[src/hdl/rppd_pkg.sv]
// rppd_pkg: shared widths, codes, reset values and controller/datapath structs
// for the PPM pulse decoder. No dependencies.
package rppd_pkg;

    localparam int MAX_CHANNELS_DEF = 8;
    localparam int MAX_RESULTS      = 8;

    localparam int TIME_W   = 16;
    localparam int PERIOD_W = 17;
    localparam int RLEN_W   = 4;
    localparam int CHNUM_W  = 3;
    localparam int APB_AW   = 3;
    localparam int APB_DW   = 32;

    localparam logic [TIME_W-1:0]   SYNC_THRESHOLD_RST = 16'd2500;
    localparam logic [PERIOD_W-1:0] COUNTER_PERIOD_RST = 17'h10000;

    // register select is address bit 2 (registers at 0x0 and 0x4)
    localparam logic REG_SYNC_THRESHOLD = 1'b0;
    localparam logic REG_COUNTER_PERIOD = 1'b1;

    localparam logic CMD_CAPTURE = 1'b0;
    localparam logic CMD_READ    = 1'b1;

    typedef struct packed {
        logic latch_in;
        logic calc_span;
        logic apply_span;
        logic start_read;
        logic emit;
    } t_ctrl_cmd;

    typedef struct packed {
        logic cmd_read;
        logic frame_ready;
        logic count_zero;
        logic last_word;
        logic out_free;
    } t_dp_sts;

endpackage

[src/hdl/rppd_if.sv]
// rppd_in_if / rppd_out_if: valid-ready channels for input and result words.
// Depends on rppd_pkg for field widths.
interface rppd_in_if import rppd_pkg::*; ();
    logic              valid;
    logic              ready;
    logic              cmd;
    logic [TIME_W-1:0] capture_time;
    logic [RLEN_W-1:0] read_length;

    modport source (output valid, cmd, capture_time, read_length, input ready);
    modport sink   (input valid, cmd, capture_time, read_length, output ready);
endinterface

interface rppd_out_if import rppd_pkg::*; ();
    logic               valid;
    logic               ready;
    logic [CHNUM_W-1:0] channel_number;
    logic [TIME_W-1:0]  channel_width;
    logic               last_of_frame;

    modport source (output valid, channel_number, channel_width, last_of_frame,
                    input ready);
    modport sink   (input valid, channel_number, channel_width, last_of_frame,
                    output ready);
endinterface

[src/hdl/rc_ppm_pulse_decoder_core.sv]
// rc_ppm_pulse_decoder_core: top level of the radio-control PPM decoder.
// Capture word: accepted in IDLE, its interval computed in DECODE and stored in APPLY.
// Read word: decoded in DECODE, then results are loaded in EMIT, one per cycle while the
// sink is ready; a read that emits nothing goes from DECODE straight back to IDLE.
// The next word is taken the cycle after the last result is queued; one word at a time.
// Reset (synchronous, active low) clears the store, indexes, ready flag and output valid.
module rc_ppm_pulse_decoder_core import rppd_pkg::*; #(
    parameter int MAX_CHANNELS = MAX_CHANNELS_DEF
) (
    input  logic              i_clk,
    input  logic              i_rst_n,
    rppd_in_if.sink           i_in,
    rppd_out_if.source        o_out,
    input  logic              psel,
    input  logic              penable,
    input  logic              pwrite,
    input  logic [APB_AW-1:0] paddr,
    input  logic [APB_DW-1:0] pwdata,
    output logic [APB_DW-1:0] prdata,
    output logic              pready
);

    // configuration registers
    logic [TIME_W-1:0]   r_sync_threshold;
    logic [PERIOD_W-1:0] r_counter_period;

    t_ctrl_cmd ctrl_cmd;
    t_dp_sts   dp_sts;
    logic      in_ready;
    logic      cfg_write;
    logic      reg_sel;

    // Zero-wait APB: a write lands on the access phase. Address bit 2 picks the
    // register; the low bits are ignored.
    assign pready    = 1'b1;
    assign reg_sel   = paddr[2];
    assign cfg_write = psel && penable && pwrite;

    always_ff @(posedge i_clk) begin
        if (!i_rst_n) begin
            r_sync_threshold <= SYNC_THRESHOLD_RST;
            r_counter_period <= COUNTER_PERIOD_RST;
        end else if (cfg_write) begin
            if (reg_sel == REG_SYNC_THRESHOLD) begin
                r_sync_threshold <= pwdata[TIME_W-1:0];
            end else begin
                r_counter_period <= pwdata[PERIOD_W-1:0];
            end
        end
    end

    // read back the selected register, zero-extended
    always_comb begin
        if (reg_sel == REG_COUNTER_PERIOD) begin
            prdata = APB_DW'(r_counter_period);
        end else begin
            prdata = APB_DW'(r_sync_threshold);
        end
    end

    assign i_in.ready = in_ready;

    // sequencer: accepts a word only when idle, steps the datapath through it
    rppd_ctrl u_ctrl (
        .i_clk      (i_clk),
        .i_rst_n    (i_rst_n),
        .i_in_valid (i_in.valid),
        .o_in_ready (in_ready),
        .i_sts      (dp_sts),
        .o_cmd      (ctrl_cmd)
    );

    // datapath: interval math, channel store and the result register that
    // decouples the sink from the sequencer
    rppd_dp #(
        .MAX_CHANNELS (MAX_CHANNELS)
    ) u_dp (
        .i_clk            (i_clk),
        .i_rst_n          (i_rst_n),
        .i_cmd            (ctrl_cmd),
        .o_sts            (dp_sts),
        .i_sync_threshold (r_sync_threshold),
        .i_counter_period (r_counter_period),
        .i_cmd_bit        (i_in.cmd),
        .i_capture_time   (i_in.capture_time),
        .i_read_length    (i_in.read_length),
        .i_out_ready      (o_out.ready),
        .o_out_valid      (o_out.valid),
        .o_channel_number (o_out.channel_number),
        .o_channel_width  (o_out.channel_width),
        .o_last_of_frame  (o_out.last_of_frame)
    );

endmodule

[src/hdl/rppd_ctrl.sv]
// rppd_ctrl: one-hot sequencer for the PPM decoder; drives datapath commands.
// Depends on rppd_pkg (t_ctrl_cmd, t_dp_sts).
module rppd_ctrl import rppd_pkg::*; (
    input  logic      i_clk,
    input  logic      i_rst_n,
    input  logic      i_in_valid,
    output logic      o_in_ready,
    input  t_dp_sts   i_sts,
    output t_ctrl_cmd o_cmd
);

    typedef enum logic [3:0] {
        S_IDLE   = 4'b0001,
        S_DECODE = 4'b0010,
        S_APPLY  = 4'b0100,
        S_EMIT   = 4'b1000
    } t_state;

    t_state r_state;
    t_state n_state;

    always_ff @(posedge i_clk) begin
        if (!i_rst_n) begin
            r_state <= S_IDLE;
        end else begin
            r_state <= n_state;
        end
    end

    always_comb begin
        n_state    = r_state;
        o_cmd      = '0;
        o_in_ready = 1'b0;
        unique case (r_state)
            S_IDLE: begin
                o_in_ready = 1'b1;
                if (i_in_valid) begin
                    o_cmd.latch_in = 1'b1;
                    n_state        = S_DECODE;
                end
            end
            S_DECODE: begin
                if (i_sts.cmd_read) begin
                    if (i_sts.frame_ready) begin
                        o_cmd.start_read = 1'b1;
                        n_state = i_sts.count_zero ? S_IDLE : S_EMIT;
                    end else begin
                        n_state = S_IDLE;
                    end
                end else begin
                    o_cmd.calc_span = 1'b1;
                    n_state         = S_APPLY;
                end
            end
            S_APPLY: begin
                o_cmd.apply_span = 1'b1;
                n_state          = S_IDLE;
            end
            S_EMIT: begin
                if (i_sts.out_free) begin
                    o_cmd.emit = 1'b1;
                    if (i_sts.last_word) begin
                        n_state = S_IDLE;
                    end
                end
            end
            default: begin
                n_state = S_IDLE;
            end
        endcase
    end

    // no item taken while a burst is being emitted
    a_no_accept_in_emit: assert property (@(posedge i_clk) disable iff (!i_rst_n)
        r_state == S_EMIT |-> !o_in_ready)
        else $error("input accepted during emit");

    // a read decode that starts a burst with words moves on to emitting
    a_read_to_emit: assert property (@(posedge i_clk) disable iff (!i_rst_n)
        o_cmd.start_read && !i_sts.count_zero |=> r_state == S_EMIT)
        else $error("burst start did not enter emit");

    // a capture always gets its store/update step next
    a_span_then_apply: assert property (@(posedge i_clk) disable iff (!i_rst_n)
        o_cmd.calc_span |=> o_cmd.apply_span)
        else $error("span computed without apply");

endmodule

[src/hdl/rppd_dp.sv]
// rppd_dp: PPM decoder datapath: input latch, interval math, channel store,
// frame bookkeeping and the output register. Depends on rppd_pkg.
module rppd_dp import rppd_pkg::*; #(
    parameter int MAX_CHANNELS = MAX_CHANNELS_DEF
) (
    input  logic                i_clk,
    input  logic                i_rst_n,
    input  t_ctrl_cmd           i_cmd,
    output t_dp_sts             o_sts,
    input  logic [TIME_W-1:0]   i_sync_threshold,
    input  logic [PERIOD_W-1:0] i_counter_period,
    input  logic                i_cmd_bit,
    input  logic [TIME_W-1:0]   i_capture_time,
    input  logic [RLEN_W-1:0]   i_read_length,
    input  logic                i_out_ready,
    output logic                o_out_valid,
    output logic [CHNUM_W-1:0]  o_channel_number,
    output logic [TIME_W-1:0]   o_channel_width,
    output logic                o_last_of_frame
);

    localparam int IDX_W  = (MAX_CHANNELS > 1) ? $clog2(MAX_CHANNELS) : 1;
    localparam int NCH_W  = $clog2(MAX_CHANNELS + 1);
    localparam int BURST  = (MAX_CHANNELS < MAX_RESULTS) ? MAX_CHANNELS : MAX_RESULTS;
    localparam logic [RLEN_W-1:0] BURST_MAX = RLEN_W'(BURST);
    localparam logic [NCH_W-1:0]  NCH_MAX   = NCH_W'(MAX_CHANNELS);

    logic                r_cmd;
    logic [TIME_W-1:0]   r_time;
    logic [RLEN_W-1:0]   r_rlen;
    logic [TIME_W-1:0]   r_prev;
    logic [TIME_W-1:0]   r_span;
    logic [NCH_W-1:0]    r_next_ch;
    logic                r_frame_ready;
    logic [TIME_W-1:0]   r_store [MAX_CHANNELS];
    logic [RLEN_W-1:0]   r_count;
    logic [CHNUM_W-1:0]  r_k;
    logic                r_out_valid;
    logic [CHNUM_W-1:0]  r_out_num;
    logic [TIME_W-1:0]   r_out_width;
    logic                r_out_last;

    logic [TIME_W-1:0]   n_span;
    logic [RLEN_W-1:0]   n_count;
    logic                last_word;
    logic                out_free;

    // low period bits suffice: the interval is kept modulo 2^16
    always_comb begin
        if (r_time < r_prev) begin
            n_span = r_time - r_prev + i_counter_period[TIME_W-1:0];
        end else begin
            n_span = r_time - r_prev;
        end
    end

    assign n_count   = (r_rlen > BURST_MAX) ? BURST_MAX : r_rlen;
    assign last_word = (RLEN_W'(r_k) + RLEN_W'(1)) == r_count;
    assign out_free  = !r_out_valid || i_out_ready;

    always_comb begin
        o_sts.cmd_read    = (r_cmd == CMD_READ);
        o_sts.frame_ready = r_frame_ready;
        o_sts.count_zero  = (r_rlen == '0);
        o_sts.last_word   = last_word;
        o_sts.out_free    = out_free;
    end

    // latched item and span: payload only
    always_ff @(posedge i_clk) begin
        if (i_cmd.latch_in) begin
            r_cmd  <= i_cmd_bit;
            r_time <= i_capture_time;
            r_rlen <= i_read_length;
        end
        if (i_cmd.calc_span) begin
            r_span <= n_span;
        end
    end

    always_ff @(posedge i_clk) begin
        if (!i_rst_n) begin
            r_prev        <= '0;
            r_next_ch     <= '0;
            r_frame_ready <= 1'b0;
            r_count       <= '0;
            r_k           <= '0;
            r_out_valid   <= 1'b0;
            for (int i = 0; i < MAX_CHANNELS; i++) begin
                r_store[i] <= '0;
            end
        end else begin
            if (i_cmd.calc_span) begin
                r_prev <= r_time;
            end
            if (i_cmd.apply_span) begin
                if (r_span > i_sync_threshold) begin
                    r_next_ch     <= '0;
                    r_frame_ready <= 1'b1;
                end else if (r_next_ch < NCH_MAX) begin
                    r_store[IDX_W'(r_next_ch)] <= r_span;
                    r_next_ch <= r_next_ch + NCH_W'(1);
                end
            end
            if (i_cmd.start_read) begin
                r_frame_ready <= 1'b0;
                r_count       <= n_count;
                r_k           <= '0;
            end
            if (i_cmd.emit) begin
                r_out_valid <= 1'b1;
                r_k         <= r_k + CHNUM_W'(1);
            end else if (i_out_ready) begin
                r_out_valid <= 1'b0;
            end
        end
    end

    always_ff @(posedge i_clk) begin
        if (i_cmd.emit) begin
            r_out_num   <= r_k;
            r_out_width <= r_store[IDX_W'(r_k)];
            r_out_last  <= last_word;
        end
    end

    assign o_out_valid      = r_out_valid;
    assign o_channel_number = r_out_num;
    assign o_channel_width  = r_out_width;
    assign o_last_of_frame  = r_out_last;

    a_emit_when_free: assert property (@(posedge i_clk) disable iff (!i_rst_n)
        i_cmd.emit |-> out_free)
        else $error("word loaded over an untaken word");

    a_ready_cleared: assert property (@(posedge i_clk) disable iff (!i_rst_n)
        i_cmd.start_read |=> !r_frame_ready)
        else $error("frame ready not cleared by read");

    a_next_in_range: assert property (@(posedge i_clk) disable iff (!i_rst_n)
        r_next_ch <= NCH_MAX)
        else $error("channel index past end");

endmodule
[src/flat_wrapper.sv]
// flat-port wrapper written by rule: the top's interface ports become plain ports
module rc_ppm_pulse_decoder_core_flat import rppd_pkg::*;
#(
    parameter int MAX_CHANNELS = MAX_CHANNELS_DEF
)
  (i_clk, i_rst_n, psel, penable, pwrite, paddr, pwdata, prdata, pready, i_in_valid, i_in_cmd, i_in_capture_time, i_in_read_length, i_in_ready, o_out_valid, o_out_channel_number, o_out_channel_width, o_out_last_of_frame, o_out_ready);
  rppd_in_if i_in_i ();
  rppd_out_if o_out_i ();
  input  logic i_clk;
  input  logic i_rst_n;
  input  logic psel;
  input  logic penable;
  input  logic pwrite;
  input  logic [APB_AW-1:0] paddr;
  input  logic [APB_DW-1:0] pwdata;
  output logic [APB_DW-1:0] prdata;
  output logic pready;
  input wire logic [$bits(i_in_i.valid)-1:0] i_in_valid;
  input wire logic [$bits(i_in_i.cmd)-1:0] i_in_cmd;
  input wire logic [$bits(i_in_i.capture_time)-1:0] i_in_capture_time;
  input wire logic [$bits(i_in_i.read_length)-1:0] i_in_read_length;
  output wire logic [$bits(i_in_i.ready)-1:0] i_in_ready;
  output wire logic [$bits(o_out_i.valid)-1:0] o_out_valid;
  output wire logic [$bits(o_out_i.channel_number)-1:0] o_out_channel_number;
  output wire logic [$bits(o_out_i.channel_width)-1:0] o_out_channel_width;
  output wire logic [$bits(o_out_i.last_of_frame)-1:0] o_out_last_of_frame;
  input wire logic [$bits(o_out_i.ready)-1:0] o_out_ready;
  assign i_in_i.valid = i_in_valid;
  assign i_in_i.cmd = i_in_cmd;
  assign i_in_i.capture_time = i_in_capture_time;
  assign i_in_i.read_length = i_in_read_length;
  assign i_in_ready = i_in_i.ready;
  assign o_out_valid = o_out_i.valid;
  assign o_out_channel_number = o_out_i.channel_number;
  assign o_out_channel_width = o_out_i.channel_width;
  assign o_out_last_of_frame = o_out_i.last_of_frame;
  assign o_out_i.ready = o_out_ready;
  rc_ppm_pulse_decoder_core #(.MAX_CHANNELS(MAX_CHANNELS)) u_core (.i_clk(i_clk), .i_rst_n(i_rst_n), .i_in(i_in_i), .o_out(o_out_i), .psel(psel), .penable(penable), .pwrite(pwrite), .paddr(paddr), .pwdata(pwdata), .prdata(prdata), .pready(pready));
endmodule
[config.mk]
export PLATFORM = sky130hd
export DESIGN_NAME = rc_ppm_pulse_decoder_core_flat
export DESIGN_NICKNAME = d
export VERILOG_FILES = /design/src/hdl/rppd_pkg.sv /design/src/hdl/rppd_if.sv /design/src/hdl/rc_ppm_pulse_decoder_core.sv /design/src/hdl/rppd_ctrl.sv /design/src/hdl/rppd_dp.sv /design/src/flat_wrapper.sv
export SDC_FILE = /design/constraint.sdc
export NUM_CORES = 1
export LEC_CHECK = 0
export BUFFER_PORTS_ARGS = -buffer_cell sky130_fd_sc_hd__buf_2
export CORE_UTILIZATION = 25
export DETAILED_ROUTE_END_ITERATION = 10
export PLACE_DENSITY_LB_ADDON = 0.25
export SLEW_MARGIN = 20
export SYNTH_ARGS = -nofsm -noshare
export SYNTH_HDL_FRONTEND = slang
export SYNTH_SLANG_ARGS = --single-unit
[constraint.sdc]
create_clock -name i_clk -period 4.2 [get_ports i_clk]
set_input_delay 0.84 -clock i_clk [delete_from_list [all_inputs] [get_ports i_clk]]
set_output_delay 0.84 -clock i_clk [all_outputs]
set_load 0.005 [all_outputs]
After elaboration in Yosys (flattened, before gate mapping)
Memory sizes are Yosys's and may differ from the RTL's. A register that Yosys moved wholly into a read port is not among the register bits.
Index checks and enable logic that the tools add are counted.
{"block": "op_classes", "bitwise": 2, "mul": 0, "n_reduce_logical": 15, "order_cmp": 4, "div_mod_pow": 0, "shift": 0, "addsub": 5, "muxes": 36, "eq_ne": 8}
{"cell": "$mux W4", "n": 9}
{"cell": "$mux W16", "n": 2}
{"cell": "$mux W1", "n": 20}
{"cell": "$mux W17", "n": 1}
{"cell": "$add A16 B16 Y16", "n": 1}
{"cell": "$gt A16 B16 Y1", "n": 1}
{"cell": "$lt A16 B16 Y1", "n": 1}
{"cell": "$reduce_or A16 Y1", "n": 1}
{"cell": "$sub A16 B16 Y16", "n": 1}
{"cell": "$pmux W4 S3", "n": 1}
{"cell": "$mux W3", "n": 3}
{"cell": "$reduce_and A2 Y1", "n": 4}
{"cell": "$ne A2 B2 Y1 const B", "n": 3}
{"cell": "$reduce_bool A2 Y1", "n": 3}
{"cell": "$add A3 B1 Y4 const B", "n": 1}
{"cell": "$add A4 B1 Y4 const B", "n": 1}
{"cell": "$eq A4 B1 Y1 const B", "n": 1}
{"cell": "$eq A4 B2 Y1 const B", "n": 1}
{"cell": "$eq A4 B3 Y1 const B", "n": 1}
{"cell": "$eq A4 B4 Y1", "n": 1}
{"cell": "$eq A4 B4 Y1 const B", "n": 1}
{"cell": "$gt A4 B4 Y1 const B", "n": 1}
{"cell": "$logic_not A4 Y1", "n": 1}
{"cell": "$lt A4 B4 Y1 const B", "n": 1}
{"cell": "other kinds (7)", "n": 9}
{"block": "word_totals", "ram_bits": 128, "wordCells": 86, "mem_count": 1, "rom_bits": 0, "latch_bits": 0, "input_bits": 63, "ff_bits": 107}
{"memory": "u_core.u_dp.r_store", "words": 8, "word_bits": 16, "rd": 1, "rd_ports_with_merged_regs": 1, "wr": 8, "line_no": "rppd_dp.sv:35", "text": "logic [TIME_W-1:0] r_store [MAX_CHANNELS];"}

Logic depth before layout (Yosys ltp)
{"block": "logic_depth", "ltp_word": 8, "ltp_mapped": 18}

Modules after synthesis
From an unflattened synthesis, not the netlist that was laid out.
{"block": "hier_totals", "cells_unflattened": 1045, "area_unflattened_um2": 12583.3}
{"module": "rppd_dp", "cells_per_inst": 848, "instances": 1, "area_per_inst_um2": 10660.2}
{"module": "rc_ppm_pulse_decoder_core", "cells_per_inst": 171, "instances": 1, "area_per_inst_um2": 1676.6}
{"module": "rppd_ctrl", "cells_per_inst": 26, "instances": 1, "area_per_inst_um2": 246.5}

Least setup slack after synthesis
Ideal clock, no wire load.
{"block": "synth_timing", "kind": "register to register", "start": "reg u_core.u_dp.r_span[13]", "end": "mem u_core.u_dp.r_store[0][0] (enable)", "slack_ps": 505, "period_less_slack_ps": 3695, "required_time_ps": 3786, "setup_time_ps": 414, "path_stages_with_launch": 9, "arrival_ps": 3281, "path_cell_list": "edfxtp_1 > ha_1 > a21o_1 > a21o_1 > a22o_1 > o41ai_4 > buf_6 > nand3_1 > o31ai_1"}
{"item": "from (decl)", "line_no": "rppd_dp.sv:32", "text": "logic [TIME_W-1:0] r_span;"}
{"item": "from (signal assigned)", "line_no": "rppd_dp.sv:77", "text": "r_span <= n_span;"}
{"item": "to (decl)", "line_no": "rppd_dp.sv:35"}

Worst setup path after layout
{"block": "layout_timing", "start": "reg u_core.u_dp.r_time[0]", "end": "reg u_core.u_dp.r_span[15], data pin"}
{"block": "layout_between", "elab_chain_len": 3}
{"item": "from (decl)", "line_no": "rppd_dp.sv:29", "text": "logic [TIME_W-1:0] r_time;"}
{"item": "from (signal assigned)", "line_no": "rppd_dp.sv:73", "text": "r_time <= i_capture_time;"}
{"item": "$sub A16 B16 Y16", "line_no": "rppd_dp.sv:51, rppd_dp.sv:53"}
{"item": "$add A16 B16 Y16", "line_no": "rppd_dp.sv:51", "text": "n_span = r_time - r_prev + i_counter_period[TIME_W-1:0];"}
{"item": "$mux W16 *", "line_no": "rppd_dp.sv:50", "text": "if (r_time < r_prev) begin"}
{"item": "named net u_core.u_dp.n_span[15]", "line_no": "rppd_dp.sv:43", "text": "logic [TIME_W-1:0] n_span;"}
The timed path passes the listed nets; every way through them passes the cells marked *.
A chain may end at the register's enable or synchronous reset.

==> impl_metrics.tcl <==
set metrics [dict create \
    status "finished, final reports clean" \
    synth_flop_cell "edfxtp_1" \
    avgSynthCellArea_um2 11.2 \
    grt_max_degree 53 \
    ys_types 54 \
    worstHoldPathType "input pin to register" \
    grt_setup_unrepaired "yes" \
    core_um2 48100 \
    dieArea_um2 50000 \
    min_period_ps 3900 \
    p_comb_frac 0.089 \
    fmax_mhz 257 \
    grt_pass1_wl_um 47600 \
    path_cells "inv_1, ha_1, inv_1, fa_1, a21oi_1, o21ai_0, a311oi_2, o21ai_0, xor2_1, ha_1, nand2_1, o41ai_1, xor2_1, nand2_1, xnor2_1" \
    ios 118 \
    wirelength_um 30700 \
    finClkSkew_ps 14.4 \
    clk_pin_slew_ps 60 \
    min_from "i_in_capture_time[10]" \
    dpl-instance-area_um2 13500 \
    clkPwrFrac 0.416 \
    grt_util_all_layers 0.123 \
    first_global_vias 8295 \
    start_util 0.255 \
    drc_errors 0 \
    setup_viol 0 \
    mostFrequentLayoutCells "edfxtp_1, nand2_1, nor2_1" \
    worst_pin_slew_ps 969 \
    cts_buffers 29 \
    dp_hpwl_um 22000 \
    drive_above_1_share 0.190 \
    seqPwrFrac 0.496 \
    via_per_inst 4.28 \
    post-place-cells 1819 \
    met1Wirelength_um 14200 \
    p_sw_frac 0.238 \
    final_max_slew_viol_count 0 \
    hold_buffers 0 \
    cts_sinks 251 \
    met2_wirelength_um 14800 \
    startpoint "u_core.u_dp.r_time[0]$_DFFE_PP_" \
    cts_tree "built" \
    tns_ps 0 \
    antenna_found_initial 1 \
    top_layer "met4" \
    via_count 8014 \
    path_class "register to register" \
    detail_route.wl_per_cell_um 16.4 \
    synth-seq-cells 251 \
    gp_congestion 0.786 \
    met3_length_um 1140 \
    cp-end-kind "register" \
    worstPathRequired_ps 4500 \
    power_density_nw_per_um2 388 \
    cp_num_buf_inv 2 \
    finish.instance_area_um2 14400 \
    numPortBuffers 84 \
    hold_violations 0 \
    reg2reg_slack_ps 300 \
    rows 80 \
    syn-cell-area_um2 12300 \
    hold-path-endpoint "u_core.u_dp.r_time[10]$_DFFE_PP_" \
    r2r_end "u_core.u_dp.r_span[15]$_DFFE_PP_" \
    vdd_drop_max_mv 0.292 \
    whs_ps 454 \
    synthArstFlopShare 0 \
    die_x_um 224 \
    slew-limit-headroom 0.352 \
    drt_iter0_markers 406 \
    start_kind "register" \
    ys_warn_count 0 \
    min_path_cells 1 \
    slowest_delay_ps 450 \
    htree_levels 1 \
    maxCapViolations 0 \
    arrival_ps 4200 \
    synth_enable_flop_cells 185 \
    clock_path_buffers 3 \
    final_common_cell "edfxtp_1" \
    stdcell_count 1872 \
    die-height_um 224 \
    p_int_mw 4.26 \
    cp_max_fo 7 \
    timing.rr.start "u_core.u_dp.r_time[0]$_DFFE_PP_" \
    synthCells 1095 \
    rr_worst_depth 15 \
    grt_overflow 0 \
    p_sw_mw 1.33 \
    fin_util 0.299 \
    nets 1311 \
    synthToLayoutAreaGrowth_pct 17.2 \
    fin_crit_sh 0.927 \
    cts-root-buf "clkbuf_16" \
    p_leak_nw 5.15 \
    cpMaxStageDelayCell "fa_1" \
    yosysSeqAreaShare 0.560 \
    crit_family "compound AO/OA/AOI/OAI gates" \
    worstSkewPairLatency_ps 560 \
    ant_nets 0 \
    dr.pass1.iters 4 \
]
==> routing by layer <==
layer	global-route usage	vias to the layer above
met1	0.163	3811
met4	0.0265	0
met2	0.212	128
met3	0.0203	41
li1	-	4034
met5	0	-
==> worst max path at each step <==
stage                                                         end  slack [ps]  cells past startpoint
after floorplan           u_core.u_dp.r_store[0][0]$_SDFFCE_PN0P_         500                      8
after global placement           u_core.u_dp.r_span[12]$_DFFE_PP_         300                     17
after detailed placement         u_core.u_dp.r_span[12]$_DFFE_PP_         300                     17
after CTS                        u_core.u_dp.r_span[12]$_DFFE_PP_         270                     17
after global routing             u_core.u_dp.r_span[15]$_DFFE_PP_         -60                     15
final                            u_core.u_dp.r_span[15]$_DFFE_PP_         300                     15
==> cells by family (layout without fill, tap and decap cells) <==
| group | after synthesis | after routing | synth area share |
|---|---|---|---|
| multiplexers | 59 | 59 | 0.0833 |
| other | 2 | 17 | 0.000611 |
| adder cells (fa/ha/maj) | 54 | 54 | 0.0562 |
| buffers and inverters | 113 | 219 | 0.0408 |
| AO/OA/AOI/OAI | 173 | 173 | 0.0924 |
| flip-flops | 251 | 251 | 0.560 |
| XOR/XNOR | 34 | 34 | 0.0242 |
| AND/OR/NAND/NOR | 409 | 409 | 0.143 |
==> power by group through the flow <==
stage / clock, mW / sequential (mW) / combinational, mW
final: 2.33 / 2.77 / 0.495
after global placement: 0 / 2.82 / 0.498
after global routing: 2.51 / 2.78 / 0.555
after floorplan: 0 / 2.81 / 0.358
after CTS: 2.41 / 2.77 / 0.501
after detailed placement: 0 / 2.83 / 0.497
==> cell usage after synthesis, drive strengths merged (2+ instances only) <==
library cell,instances,share of area
inv,46,0.014
mux2,26,0.024
xnor2,23,0.016
nor3,3,0.0012
nor2b,7,0.0036
o211ai,5,0.0031
a21oi,41,0.017
fa,2,0.0033
nand2b,6,0.0031
mux4,32,0.059
dfxtp,66,0.11
a211oi,4,0.0024
a31oi,3,0.0015
nor4b,3,0.0021
o21ai,39,0.016
edfxtp,185,0.45
nand3,15,0.0061
nand3b,7,0.0043
a21boi,49,0.030
and3,3,0.0015
a21o,10,0.0061
buf,27,0.015
xor2,11,0.0078
nand4,14,0.011
nor4,2,0.0010
o41ai,3,0.0037
nand2,180,0.055
clkbuf,39,0.012
o31ai,4,0.0024
o21bai,7,0.0043
ha,52,0.053
o21a,2,0.0012
and2,4,0.0020
nor2,161,0.049
conb,2,0.00061
==> sequential cells by signal (all words and copies together), names as in the netlist <==
name / cells
u_core.r_counter_period: 17
u_core.u_dp.r_time: 16
u_core.u_dp.r_count: 4
u_core.r_sync_threshold: 16
u_core.u_dp.r_span: 16
u_core.u_dp.r_store: 128
u_core.u_dp.o_channel_width: 16
u_core.u_dp.r_prev: 16
u_core.u_dp.o_out_valid: 1
u_core.u_dp.r_next_ch: 4
u_core.u_dp.o_last_of_frame: 1
u_core.u_dp.r_cmd: 1
u_core.u_dp.o_channel_number: 3
u_core.u_ctrl.r_state: 4
u_core.u_dp.r_k: 3
u_core.u_dp.r_frame_ready: 1
u_core.u_dp.r_rlen: 4
==> cell type report <==
type	count	area [um^2]
multi-input cells	745	4980
clock inverters	16	105
repair buffers	120	691
diodes	1	2.50
inverters	47	176
fillers	4988	33700
well taps	656	821
flip-flops and latches	251	6880
clock buffers	36	752
==> metrics by stage <==
stage | setup WS, ps | total power, mW
2_1_floorplan | 505 | 3.17
3_3_place_gp | 299 | 3.32
3_5_place_dp | 297 | 3.32
4_1_cts | 273 | 5.68
5_1_grt | -57.9 | 5.85
6_report | 305 | 5.59
==> timing repair <==
action / in CTS / in global routing
buffers inserted: 0 / 0
endpoints found under the setup margin: 0 / 4
gates resized for setup: 0 / 2
No activity file was read; power rests on OpenSTA's default activity.
